[config.mk]
export PLATFORM = sky130hd
export DESIGN_NAME = counting_semaphore_fifo_waiters
export DESIGN_NICKNAME = d
export VERILOG_FILES = /design/src/rtl/csem_pkg.sv /design/src/rtl/csem_dp.sv /design/src/rtl/csem_ctrl.sv /design/src/rtl/counting_semaphore_fifo_waiters.sv
export SDC_FILE = /design/constraint.sdc
export NUM_CORES = 1
export LEC_CHECK = 0
export BUFFER_PORTS_ARGS = -buffer_cell sky130_fd_sc_hd__buf_2
export CAP_MARGIN = 20
export CELL_PAD_IN_SITES_DETAIL_PLACEMENT = 2
export CELL_PAD_IN_SITES_GLOBAL_PLACEMENT = 2
export CORE_UTILIZATION = 49
export CTS_CLUSTER_DIAMETER = 100
export DETAILED_ROUTE_END_ITERATION = 7
export HOLD_SLACK_MARGIN = 0.02
export PLACE_DENSITY_LB_ADDON = 0.25
export SLEW_MARGIN = 40
export SYNTH_ARGS = -nofsm -noshare
export SYNTH_HDL_FRONTEND = slang
export SYNTH_HIERARCHICAL = 1
export SYNTH_SLANG_ARGS = --single-unit
[constraint.sdc]
create_clock -name clock -period 13.2 [get_ports clock]
set_clock_uncertainty 0.2 [all_clocks]
set_input_delay 1.32 -clock clock [delete_from_list [all_inputs] [get_ports clock]]
set_output_delay 1.32 -clock clock [all_outputs]
set_load 0.005 [all_outputs]
[src/rtl/csem_pkg.sv]
`default_nettype none

package csem_pkg;

   // Sizing of the block
   localparam int QUEUE_DEPTH = 16;
   localparam int PERMIT_BITS = 16;
   localparam int ID_BITS     = 8;

   // Fixed field widths of the ports
   localparam int FUNC_BITS  = 2;
   localparam int WID_BITS   = 8;
   localparam int CNT_BITS   = 16;
   localparam int EVENT_BITS = 3;

   // Derived widths
   localparam int IDX_BITS  = (QUEUE_DEPTH > 1) ? $clog2(QUEUE_DEPTH) : 1;
   localparam int FILL_BITS = $clog2(QUEUE_DEPTH + 1);
   localparam int SUM_BITS  = ((PERMIT_BITS > CNT_BITS) ? PERMIT_BITS : CNT_BITS) + 1;

   // Request function codes
   typedef enum logic [FUNC_BITS-1:0] {
      FN_TRY     = 2'd0,
      FN_WAIT    = 2'd1,
      FN_RELEASE = 2'd2,
      FN_CLOSE   = 2'd3
   } csem_func_type;

   // Result event codes
   typedef enum logic [EVENT_BITS-1:0] {
      EV_OK            = 3'd0,
      EV_NOT_ENOUGH    = 3'd1,
      EV_CLOSED        = 3'd2,
      EV_QUEUED        = 3'd3,
      EV_FULL_SAT      = 3'd4,
      EV_GRANTED       = 3'd5,
      EV_WAITER_CLOSED = 3'd6
   } csem_event_type;

   // Commands from controller to datapath
   typedef enum logic [3:0] {
      CMD_NONE,
      CMD_CFG,
      CMD_LOAD,
      CMD_ACQ_ACK,
      CMD_REL_PART,
      CMD_REL_GRANT,
      CMD_REL_ACK,
      CMD_CLOSE_POP,
      CMD_PLAIN_ACK
   } csem_cmd_type;

   // Status from datapath to controller
   typedef struct packed {
      logic out_free;      // output register can take a word this cycle
      logic fill_zero;     // wait queue empty
      logic left_zero;     // nothing left of the release
      logic head_partial;  // head waiter wants more than is left
   } csem_status_type;

endpackage

`default_nettype wire

[src/rtl/csem_dp.sv]
`default_nettype none

module csem_dp
   import csem_pkg::*;
(
   input  wire logic                  clock,
   input  wire logic                  reset,
   input  wire csem_cmd_type          cmd,
   output csem_status_type            status,
   input  wire logic [FUNC_BITS-1:0]  req_func,
   input  wire logic [WID_BITS-1:0]   req_waiter_id,
   input  wire logic [CNT_BITS-1:0]   req_count,
   input  wire logic [CNT_BITS-1:0]   csr_wdata,
   output logic                       rsp_valid,
   input  wire logic                  rsp_ready,
   output logic [EVENT_BITS-1:0]      rsp_event_res,
   output logic [WID_BITS-1:0]        rsp_target_id,
   output logic [CNT_BITS-1:0]        rsp_permits_now,
   output logic                       rsp_closed_now,
   output logic                       rsp_last
);

   // Semaphore state
   logic [PERMIT_BITS-1:0] free_ff, free_in;
   logic                   closed_ff, closed_in;
   logic [IDX_BITS-1:0]    head_ff, head_in;
   logic [IDX_BITS-1:0]    tail_ff, tail_in;
   logic [FILL_BITS-1:0]   fill_ff, fill_in;

   // Wait queue storage
   logic [ID_BITS-1:0]     queue_ids_ff   [QUEUE_DEPTH];
   logic [CNT_BITS-1:0]    queue_wants_ff [QUEUE_DEPTH];

   // Current word
   csem_func_type          func_ff, func_in;
   logic [WID_BITS-1:0]    id_ff, id_in;
   logic [CNT_BITS-1:0]    left_ff, left_in;

   // Output register
   logic                   rsp_valid_ff, rsp_valid_in;
   csem_event_type         rsp_event_ff, rsp_event_in;
   logic [WID_BITS-1:0]    rsp_id_ff, rsp_id_in;
   logic [CNT_BITS-1:0]    rsp_permits_ff, rsp_permits_in;
   logic                   rsp_closed_ff, rsp_closed_in;
   logic                   rsp_last_ff, rsp_last_in;

   logic                   enq;
   logic                   part_wr;
   logic                   emit;
   logic                   out_free;
   logic [CNT_BITS-1:0]    want_head;
   logic [IDX_BITS-1:0]    head_step;
   logic [IDX_BITS-1:0]    tail_step;
   logic [SUM_BITS-1:0]    rel_sum;
   logic [SUM_BITS-1:0]    permit_max;
   logic                   queue_full;

   assign out_free   = !rsp_valid_ff || rsp_ready;
   assign want_head  = queue_wants_ff[head_ff];
   assign head_step  = (head_ff == IDX_BITS'(QUEUE_DEPTH - 1)) ? '0 : head_ff + IDX_BITS'(1);
   assign tail_step  = (tail_ff == IDX_BITS'(QUEUE_DEPTH - 1)) ? '0 : tail_ff + IDX_BITS'(1);
   assign rel_sum    = SUM_BITS'(free_ff) + SUM_BITS'(left_ff);
   assign permit_max = SUM_BITS'({PERMIT_BITS{1'b1}});
   assign queue_full = (fill_ff == FILL_BITS'(QUEUE_DEPTH));

   assign status.out_free     = out_free;
   assign status.fill_zero    = (fill_ff == '0);
   assign status.left_zero    = (left_ff == '0);
   assign status.head_partial = (want_head > left_ff);

   // Next-state logic per command
   always_comb begin
      free_in        = free_ff;
      closed_in      = closed_ff;
      head_in        = head_ff;
      tail_in        = tail_ff;
      fill_in        = fill_ff;
      func_in        = func_ff;
      id_in          = id_ff;
      left_in        = left_ff;
      enq            = 1'b0;
      part_wr        = 1'b0;
      emit           = 1'b0;
      rsp_event_in   = EV_OK;
      rsp_id_in      = id_ff;
      rsp_last_in    = 1'b1;
      case (cmd)
         CMD_CFG: begin
            free_in   = PERMIT_BITS'(csr_wdata);
            closed_in = 1'b0;
            head_in   = '0;
            tail_in   = '0;
            fill_in   = '0;
         end
         CMD_LOAD: begin
            func_in = csem_func_type'(req_func);
            id_in   = req_waiter_id;
            left_in = req_count;
            if (csem_func_type'(req_func) == FN_CLOSE) begin
               closed_in = 1'b1;
            end
         end
         CMD_ACQ_ACK: begin
            emit = 1'b1;
            if (closed_ff) begin
               rsp_event_in = EV_CLOSED;
            end else if (SUM_BITS'(free_ff) >= SUM_BITS'(left_ff)) begin
               free_in      = free_ff - PERMIT_BITS'(left_ff);
               rsp_event_in = EV_OK;
            end else if (func_ff == FN_TRY) begin
               rsp_event_in = EV_NOT_ENOUGH;
            end else if (queue_full) begin
               rsp_event_in = EV_FULL_SAT;
            end else begin
               enq          = 1'b1;
               tail_in      = tail_step;
               fill_in      = fill_ff + FILL_BITS'(1);
               rsp_event_in = EV_QUEUED;
            end
         end
         CMD_REL_PART: begin
            part_wr = 1'b1;
            left_in = '0;
         end
         CMD_REL_GRANT: begin
            emit         = 1'b1;
            left_in      = left_ff - want_head;
            head_in      = head_step;
            fill_in      = fill_ff - FILL_BITS'(1);
            rsp_event_in = EV_GRANTED;
            rsp_id_in    = WID_BITS'(queue_ids_ff[head_ff]);
            rsp_last_in  = 1'b0;
         end
         CMD_REL_ACK: begin
            emit = 1'b1;
            if (rel_sum > permit_max) begin
               free_in      = {PERMIT_BITS{1'b1}};
               rsp_event_in = EV_FULL_SAT;
            end else begin
               free_in = PERMIT_BITS'(rel_sum);
            end
         end
         CMD_CLOSE_POP: begin
            emit         = 1'b1;
            head_in      = head_step;
            fill_in      = fill_ff - FILL_BITS'(1);
            rsp_event_in = EV_WAITER_CLOSED;
            rsp_id_in    = WID_BITS'(queue_ids_ff[head_ff]);
            rsp_last_in  = 1'b0;
         end
         CMD_PLAIN_ACK: begin
            emit = 1'b1;
         end
         default: begin
         end
      endcase
      // permits and closed flag as they stand after this word
      rsp_permits_in = CNT_BITS'(free_in);
      rsp_closed_in  = closed_in;
      rsp_valid_in   = emit ? 1'b1 : (rsp_ready ? 1'b0 : rsp_valid_ff);
   end

   // Control state
   always_ff @(posedge clock) begin
      if (reset) begin
         free_ff      <= '0;
         closed_ff    <= 1'b0;
         head_ff      <= '0;
         tail_ff      <= '0;
         fill_ff      <= '0;
         rsp_valid_ff <= 1'b0;
      end else begin
         free_ff      <= free_in;
         closed_ff    <= closed_in;
         head_ff      <= head_in;
         tail_ff      <= tail_in;
         fill_ff      <= fill_in;
         rsp_valid_ff <= rsp_valid_in;
      end
   end

   // Payload registers
   always_ff @(posedge clock) begin
      func_ff <= func_in;
      id_ff   <= id_in;
      left_ff <= left_in;
      if (emit) begin
         rsp_event_ff   <= rsp_event_in;
         rsp_id_ff      <= rsp_id_in;
         rsp_permits_ff <= rsp_permits_in;
         rsp_closed_ff  <= rsp_closed_in;
         rsp_last_ff    <= rsp_last_in;
      end
   end

   // Queue writes: enqueue at tail, partial payment at head
   always_ff @(posedge clock) begin
      if (enq) begin
         queue_ids_ff[tail_ff]   <= ID_BITS'(id_ff);
         queue_wants_ff[tail_ff] <= left_ff;
      end else if (part_wr) begin
         queue_wants_ff[head_ff] <= want_head - left_ff;
      end
   end

   assign rsp_valid       = rsp_valid_ff;
   assign rsp_event_res   = rsp_event_ff;
   assign rsp_target_id   = rsp_id_ff;
   assign rsp_permits_now = rsp_permits_ff;
   assign rsp_closed_now  = rsp_closed_ff;
   assign rsp_last        = rsp_last_ff;

   // Checks
   a_fill_bound: assert property (@(posedge clock) disable iff (reset)
      fill_ff <= FILL_BITS'(QUEUE_DEPTH))
      else $error("queue fill beyond depth");

   a_empty_ptrs: assert property (@(posedge clock) disable iff (reset)
      (fill_ff == '0) |-> (head_ff == tail_ff))
      else $error("empty queue with head and tail apart");

   a_no_overwrite: assert property (@(posedge clock) disable iff (reset)
      emit |-> out_free)
      else $error("result word overwritten before taken");

   a_pop_nonempty: assert property (@(posedge clock) disable iff (reset)
      (cmd == CMD_REL_GRANT || cmd == CMD_CLOSE_POP) |-> (fill_ff != '0))
      else $error("pop from empty queue");

endmodule

`default_nettype wire

[src/rtl/csem_ctrl.sv]
`default_nettype none

module csem_ctrl
   import csem_pkg::*;
(
   input  wire logic                  clock,
   input  wire logic                  reset,
   input  wire logic                  req_valid,
   output logic                       req_ready,
   input  wire logic [FUNC_BITS-1:0]  req_func,
   input  wire logic                  csr_valid,
   output logic                       csr_ready,
   input  wire csem_status_type       status,
   output csem_cmd_type               cmd
);

   typedef enum logic [3:0] {
      ST_IDLE  = 4'b0001,
      ST_ACQ   = 4'b0010,
      ST_REL   = 4'b0100,
      ST_CLOSE = 4'b1000
   } csem_state_type;

   csem_state_type state_ff, state_in;

   assign csr_ready = (state_ff == ST_IDLE);
   assign req_ready = (state_ff == ST_IDLE) && !csr_valid;

   // Sequencer
   always_comb begin
      state_in = state_ff;
      cmd      = CMD_NONE;
      case (state_ff)
         ST_IDLE: begin
            if (csr_valid) begin
               cmd = CMD_CFG;
            end else if (req_valid) begin
               cmd = CMD_LOAD;
               case (csem_func_type'(req_func))
                  FN_TRY, FN_WAIT: state_in = ST_ACQ;
                  FN_RELEASE:      state_in = ST_REL;
                  default:         state_in = ST_CLOSE;
               endcase
            end
         end
         ST_ACQ: begin
            if (status.out_free) begin
               cmd      = CMD_ACQ_ACK;
               state_in = ST_IDLE;
            end
         end
         ST_REL: begin
            // pay head waiters one per cycle while the output register is free, then fold leftover into count
            if (!status.left_zero && !status.fill_zero) begin
               if (status.head_partial) begin
                  cmd = CMD_REL_PART;
               end else if (status.out_free) begin
                  cmd = CMD_REL_GRANT;
               end
            end else if (status.out_free) begin
               cmd      = CMD_REL_ACK;
               state_in = ST_IDLE;
            end
         end
         ST_CLOSE: begin
            // wake every waiter, then acknowledge
            if (status.out_free) begin
               if (!status.fill_zero) begin
                  cmd = CMD_CLOSE_POP;
               end else begin
                  cmd      = CMD_PLAIN_ACK;
                  state_in = ST_IDLE;
               end
            end
         end
         default: begin
            state_in = ST_IDLE;
         end
      endcase
   end

   always_ff @(posedge clock) begin
      if (reset) begin
         state_ff <= ST_IDLE;
      end else begin
         state_ff <= state_in;
      end
   end

   // Checks
   a_part_clears: assert property (@(posedge clock) disable iff (reset)
      (cmd == CMD_REL_PART) |=> status.left_zero)
      else $error("partial payment left a remainder");

   a_load_leaves_idle: assert property (@(posedge clock) disable iff (reset)
      (cmd == CMD_LOAD) |=> (state_ff != ST_IDLE))
      else $error("word accepted but sequencer stayed idle");

   a_cfg_only_idle: assert property (@(posedge clock) disable iff (reset)
      (cmd == CMD_CFG) |=> (state_ff == ST_IDLE))
      else $error("config write started a sequence");

endmodule

`default_nettype wire

[src/rtl/counting_semaphore_fifo_waiters.sv]
`default_nettype none

// Counting semaphore with a FIFO wait queue of 16 waiters. Each request word
// (acquire-try, acquire-or-wait, release, close) yields one or more result
// words, the last of which is the acknowledge with rsp_last high. Each request
// is loaded and ends in its acknowledge; between the two, a release grants each
// waiter paid in full and pays the head in part if it wants more than is left,
// and a close wakes each waiter. The queue is read one entry a cycle at its
// head, and each result word waits for rsp_ready to free the output register.
// The next request is taken as soon as the acknowledge sits in the output
// register. Writing csr_wdata loads the permit count and empties the queue;
// the write is taken only between requests.
module counting_semaphore_fifo_waiters
   import csem_pkg::*;
(
   input  wire logic                  clock,
   input  wire logic                  reset,
   input  wire logic                  req_valid,
   output logic                       req_ready,
   input  wire logic [FUNC_BITS-1:0]  req_func,
   input  wire logic [WID_BITS-1:0]   req_waiter_id,
   input  wire logic [CNT_BITS-1:0]   req_count,
   output logic                       rsp_valid,
   input  wire logic                  rsp_ready,
   output logic [EVENT_BITS-1:0]      rsp_event_res,
   output logic [WID_BITS-1:0]        rsp_target_id,
   output logic [CNT_BITS-1:0]        rsp_permits_now,
   output logic                       rsp_closed_now,
   output logic                       rsp_last,
   input  wire logic                  csr_valid,
   output logic                       csr_ready,
   input  wire logic [CNT_BITS-1:0]   csr_wdata
);

   csem_cmd_type    cmd;
   csem_status_type status;

   csem_ctrl u_ctrl (
      .clock     (clock),
      .reset     (reset),
      .req_valid (req_valid),
      .req_ready (req_ready),
      .req_func  (req_func),
      .csr_valid (csr_valid),
      .csr_ready (csr_ready),
      .status    (status),
      .cmd       (cmd)
   );

   csem_dp u_dp (
      .clock           (clock),
      .reset           (reset),
      .cmd             (cmd),
      .status          (status),
      .req_func        (req_func),
      .req_waiter_id   (req_waiter_id),
      .req_count       (req_count),
      .csr_wdata       (csr_wdata),
      .rsp_valid       (rsp_valid),
      .rsp_ready       (rsp_ready),
      .rsp_event_res   (rsp_event_res),
      .rsp_target_id   (rsp_target_id),
      .rsp_permits_now (rsp_permits_now),
      .rsp_closed_now  (rsp_closed_now),
      .rsp_last        (rsp_last)
   );

endmodule

`default_nettype wire

==> metrics.md <==
| Metric | Value |
|---|---|
| Placed Cells | 2119 |
| Post-layout minimum cycle time | 8730 ps |
| P per Cell Area | 131 nW/um^2 |
| Setup CP Type | register to register |
| Top-count cell post-synth | edfxtp_1 |
| Final Hold Vio Count | 0 |
| Worst-skew pair later-pin latency | 630 ps |
| Status | completed |
| Post-CTS Setup Inserts | 0 |
| CTS H-tree depth | 2 |
| Layout net count | 1703 |
| Syn. warnings | 6 |
| Clock transition at the registers of the reported paths | 60 ps |
| Final WL | 81400 um |
| Core area | 44600 sq um |
| Synthesized area | 22400 sq um |
| Starting Density | 50.1% |
| Min Hold Slack | 302 ps |
| GR Overflow Total | 0 |
| Wire per inst | 36.9 um |
| Chip height | 216 um |
| Worst EP required | 13250 ps |
| First-pass iteration count of the detailed router | 8 |
| DR iter-0 viols | 1532 |
| Largest family of logic cells by synthesized area | multiplexers |
| Total GRT Usage | 35.6% |
| Via count | 15000 |
| First-pass GRT wire length | 118000 um |
| Clock Path Buffers | 3 |
| Initial antenna violation count | 1 |
| Area Overhead vs Synth | 12.8% |
| TritonCTS clock tree | done |
| CP Cell Sequence | buf_12 -> buf_16 -> buf_4 -> mux4_2 -> mux4_2 -> inv_1 -> ha_1 -> fa_1 -> nand2b_1 -> a21oi_1 -> o21ai_0 -> a31oi_1 -> o221ai_1 -> o21ai_0 -> o41a_1 -> nand4b_1 -> nand3_1 -> nand3_1 -> nor2_1 -> o21ai_1 -> nor3_2 -> a22oi_1 -> clkbuf_2 -> nor2_4 |
| Root Buffer | clkbuf_16 |
| Routed Antenna Nets | 0 |
| Layout cell share with drive strength beyond 1 | 21.6% |
| Avg Cell Area, Syn | 14.9 sq um |
| RSZ-0062 raised after global routing | false |
| Complex-gate fraction of the synthesized area | 8.50% |
| GPL Wtd Cong | 0.932 |
| Post-CTS Hold Buffers | 0 |
| Top cells by count, synth | edfxtp_1 (439), mux4_2 (120), nand2_1 (88) |
| Final setup vio count | 0 |
| Tightest Pin Transition | 947 ps |
| Final worst path period share | 66.1% |
| Synth Flop Type | edfxtp_1 |
| Row count | 77 |
| CP Buf/Inv Count | 5 |
| Crit path max-delay family | simple AND/OR/NAND/NOR gates |
| Post_cts resized | 0 |
| Yosys top cell by area | edfxtp_1 |
| Maxcap violations | 0 |
| CP max stage delay | 680 ps |
| Max stage delay cell, worst path | nor3_2 |
| DR DRC count | 0 |
| Synth Area in Simple Gates | 8.03% |
| Die ar. | 46500 sq um |
| Count of cell types in the netlist | 76 |
| Clk sinks | 478 |
| Setup TNS | 0 ps |
| Hold/Removal Path Class | register to register |
| Vias in the first global route | 15900 |
| Antenna diode count | 0 |
| Final-report max-slew violation count | 0 |
| Ranking of synthesized cells by area | edfxtp_1 (59%), mux4_2 (12%), ha_1 (4.0%) |
| Max-Slew Margin vs Limit | 36.7% |
| Critical path startpoint category | register |
| Post-synth top area share | 59.0% |
| Crit-path max FO | 23 |
| Vias per cell | 6.79 |
| Synth Register Bits | 478 |
| Peak VDD IR | 0.142 mV |
| Fraction of the yosys area taken by sequential cells | 62.5% |
| Post-DP HPWL | 54100 um |
| Fmax | 0.115 GHz |
| Clock buffer count from CTS | 50 |
| Port bufs | 78 |
| Post-synthesis mux area share | 12.3% |
| FFs w/ async S/R, synth | 0% |
| Lkg Pwr | 8.64 nW |
| Synth Area in XOR/XNOR | 1.61% |
| Adder-cell area share of the yosys netlist | 4.42% |
| DIE WIDTH | 216 um |
| Arrival time worst endpoint | 8780 ps |
| Fin cells | 2209 |
| Syn nets | 1620 |
| Io pins | 79 |
| Pin count of the biggest net entering global routing | 50 |
| Synth Instances | 1497 |
| Post-synth EDFFs | 439 |
| Setup crit end kind | register |
==> worst register-to-register path, stage by stage, from the launching register on <==
cell and delay (ps):
dfxtp_4 580, buf_12 240, buf_16 200, buf_4 480, mux4_2 600, mux4_2 540, inv_1 110, ha_1 260
fa_1 300, nand2b_1 160, a21oi_1 120, o21ai_0 210, a31oi_1 130, o221ai_1 320, o21ai_0 160, o41a_1 240
nand4b_1 230, nand3_1 540, nand3_1 330, nor2_1 350, o21ai_1 360, nor3_2 680, a22oi_1 360, clkbuf_2 230
nor2_4 460
==> registers in the layout, summed over array words and instances (netlist names), named ones only <==
name	count
u_ctrl/state_ff	4
u_dp/closed_ff	1
u_dp/fill_ff	5
u_dp/free_ff	16
u_dp/func_ff	2
u_dp/head_ff	4
u_dp/id_ff	8
u_dp/left_ff	16
u_dp/queue_ids_ff	128
u_dp/queue_wants_ff	256
u_dp/rsp_closed_now	1
u_dp/rsp_event_res	3
u_dp/rsp_last	1
u_dp/rsp_permits_now	16
u_dp/rsp_target_id	8
u_dp/rsp_valid	1
u_dp/tail_ff	4
==> routing by layer <==
layer | routed length, um | GRT usage (%)
met5 | 13 | 0
met1 | 32000 | 46.5
met4 | 3800 | 15.5
met3 | 5880 | 6.30
met2 | 39700 | 58.7
==> cells in the final DEF (no fill, tap or decap), types with 22 or more instances in the layout <==
master       n
nand2_1     88
a21o_1      24
nor2_1      66
ha_1        71
nor3_1      22
nand3_1     24
nor2b_1     29
xnor2_1     23
buf_2       77
inv_1       68
clkbuf_16   50
edfxtp_1   439
a21oi_1     52
dfxtp_1     36
mux4_2     120
o21ai_0     53
buf_4       29
==> power breakdown <==
part           internal (W)  switching, W  total, W
Combinational     0.0000831      0.000158  0.000241
Clock              0.000745      0.000635   0.00138
Sequential          0.00166     0.0000201   0.00168
==> final timing paths <==
| path | startpoint | to | slack (ps) | cells after the start |
|---|---|---|---|---|
| max | register | u_dp/queue_wants_ff[8][12] | 4470 | 24 |
| min reg2reg | u_dp/fill_ff[3] | u_dp/fill_ff[3] | 300 | 2 |
| min | u_dp/fill_ff[3] | u_dp/fill_ff[3] | 300 | 2 |
| max reg2reg | register | u_dp/queue_wants_ff[8][12] | 4470 | 24 |
==> area by class of cell <==
| class | count | area (sq um) |
|---|---|---|
| Clock buffer | 64 | 1310 |
| Clock inverter | 25 | 211 |
| Fill cell | 3936 | 19400 |
| Inverter | 69 | 259 |
| Multi-Input combinational cell | 872 | 8060 |
| Sequential cell | 478 | 14000 |
| Tap cell | 592 | 741 |
| Timing Repair Buffer | 109 | 656 |
==> per-stage QoR <==
stage,instance area (sq um),power (W),utilization [%],setup WS [ps]
final,25200,0.00330,56.5,4470
after global routing,25200,0.00337,56.5,4000
after CTS,25100,0.00331,56.3,4070
after detailed placement,23600,0.00194,52.9,4370
after global placement,23400,0.00193,52.5,4620
after floorplan,22400,0.00185,-,6210
==> cells by family after synthesis <==
kind of cell    after synthesis
flops                       478
buf+inv                     147
simple gates                356
mux                         125
fa+ha+maj                    76
compound gates              274
xor+xnor                     41
Note: power is estimated with default switching activity, not from simulation.
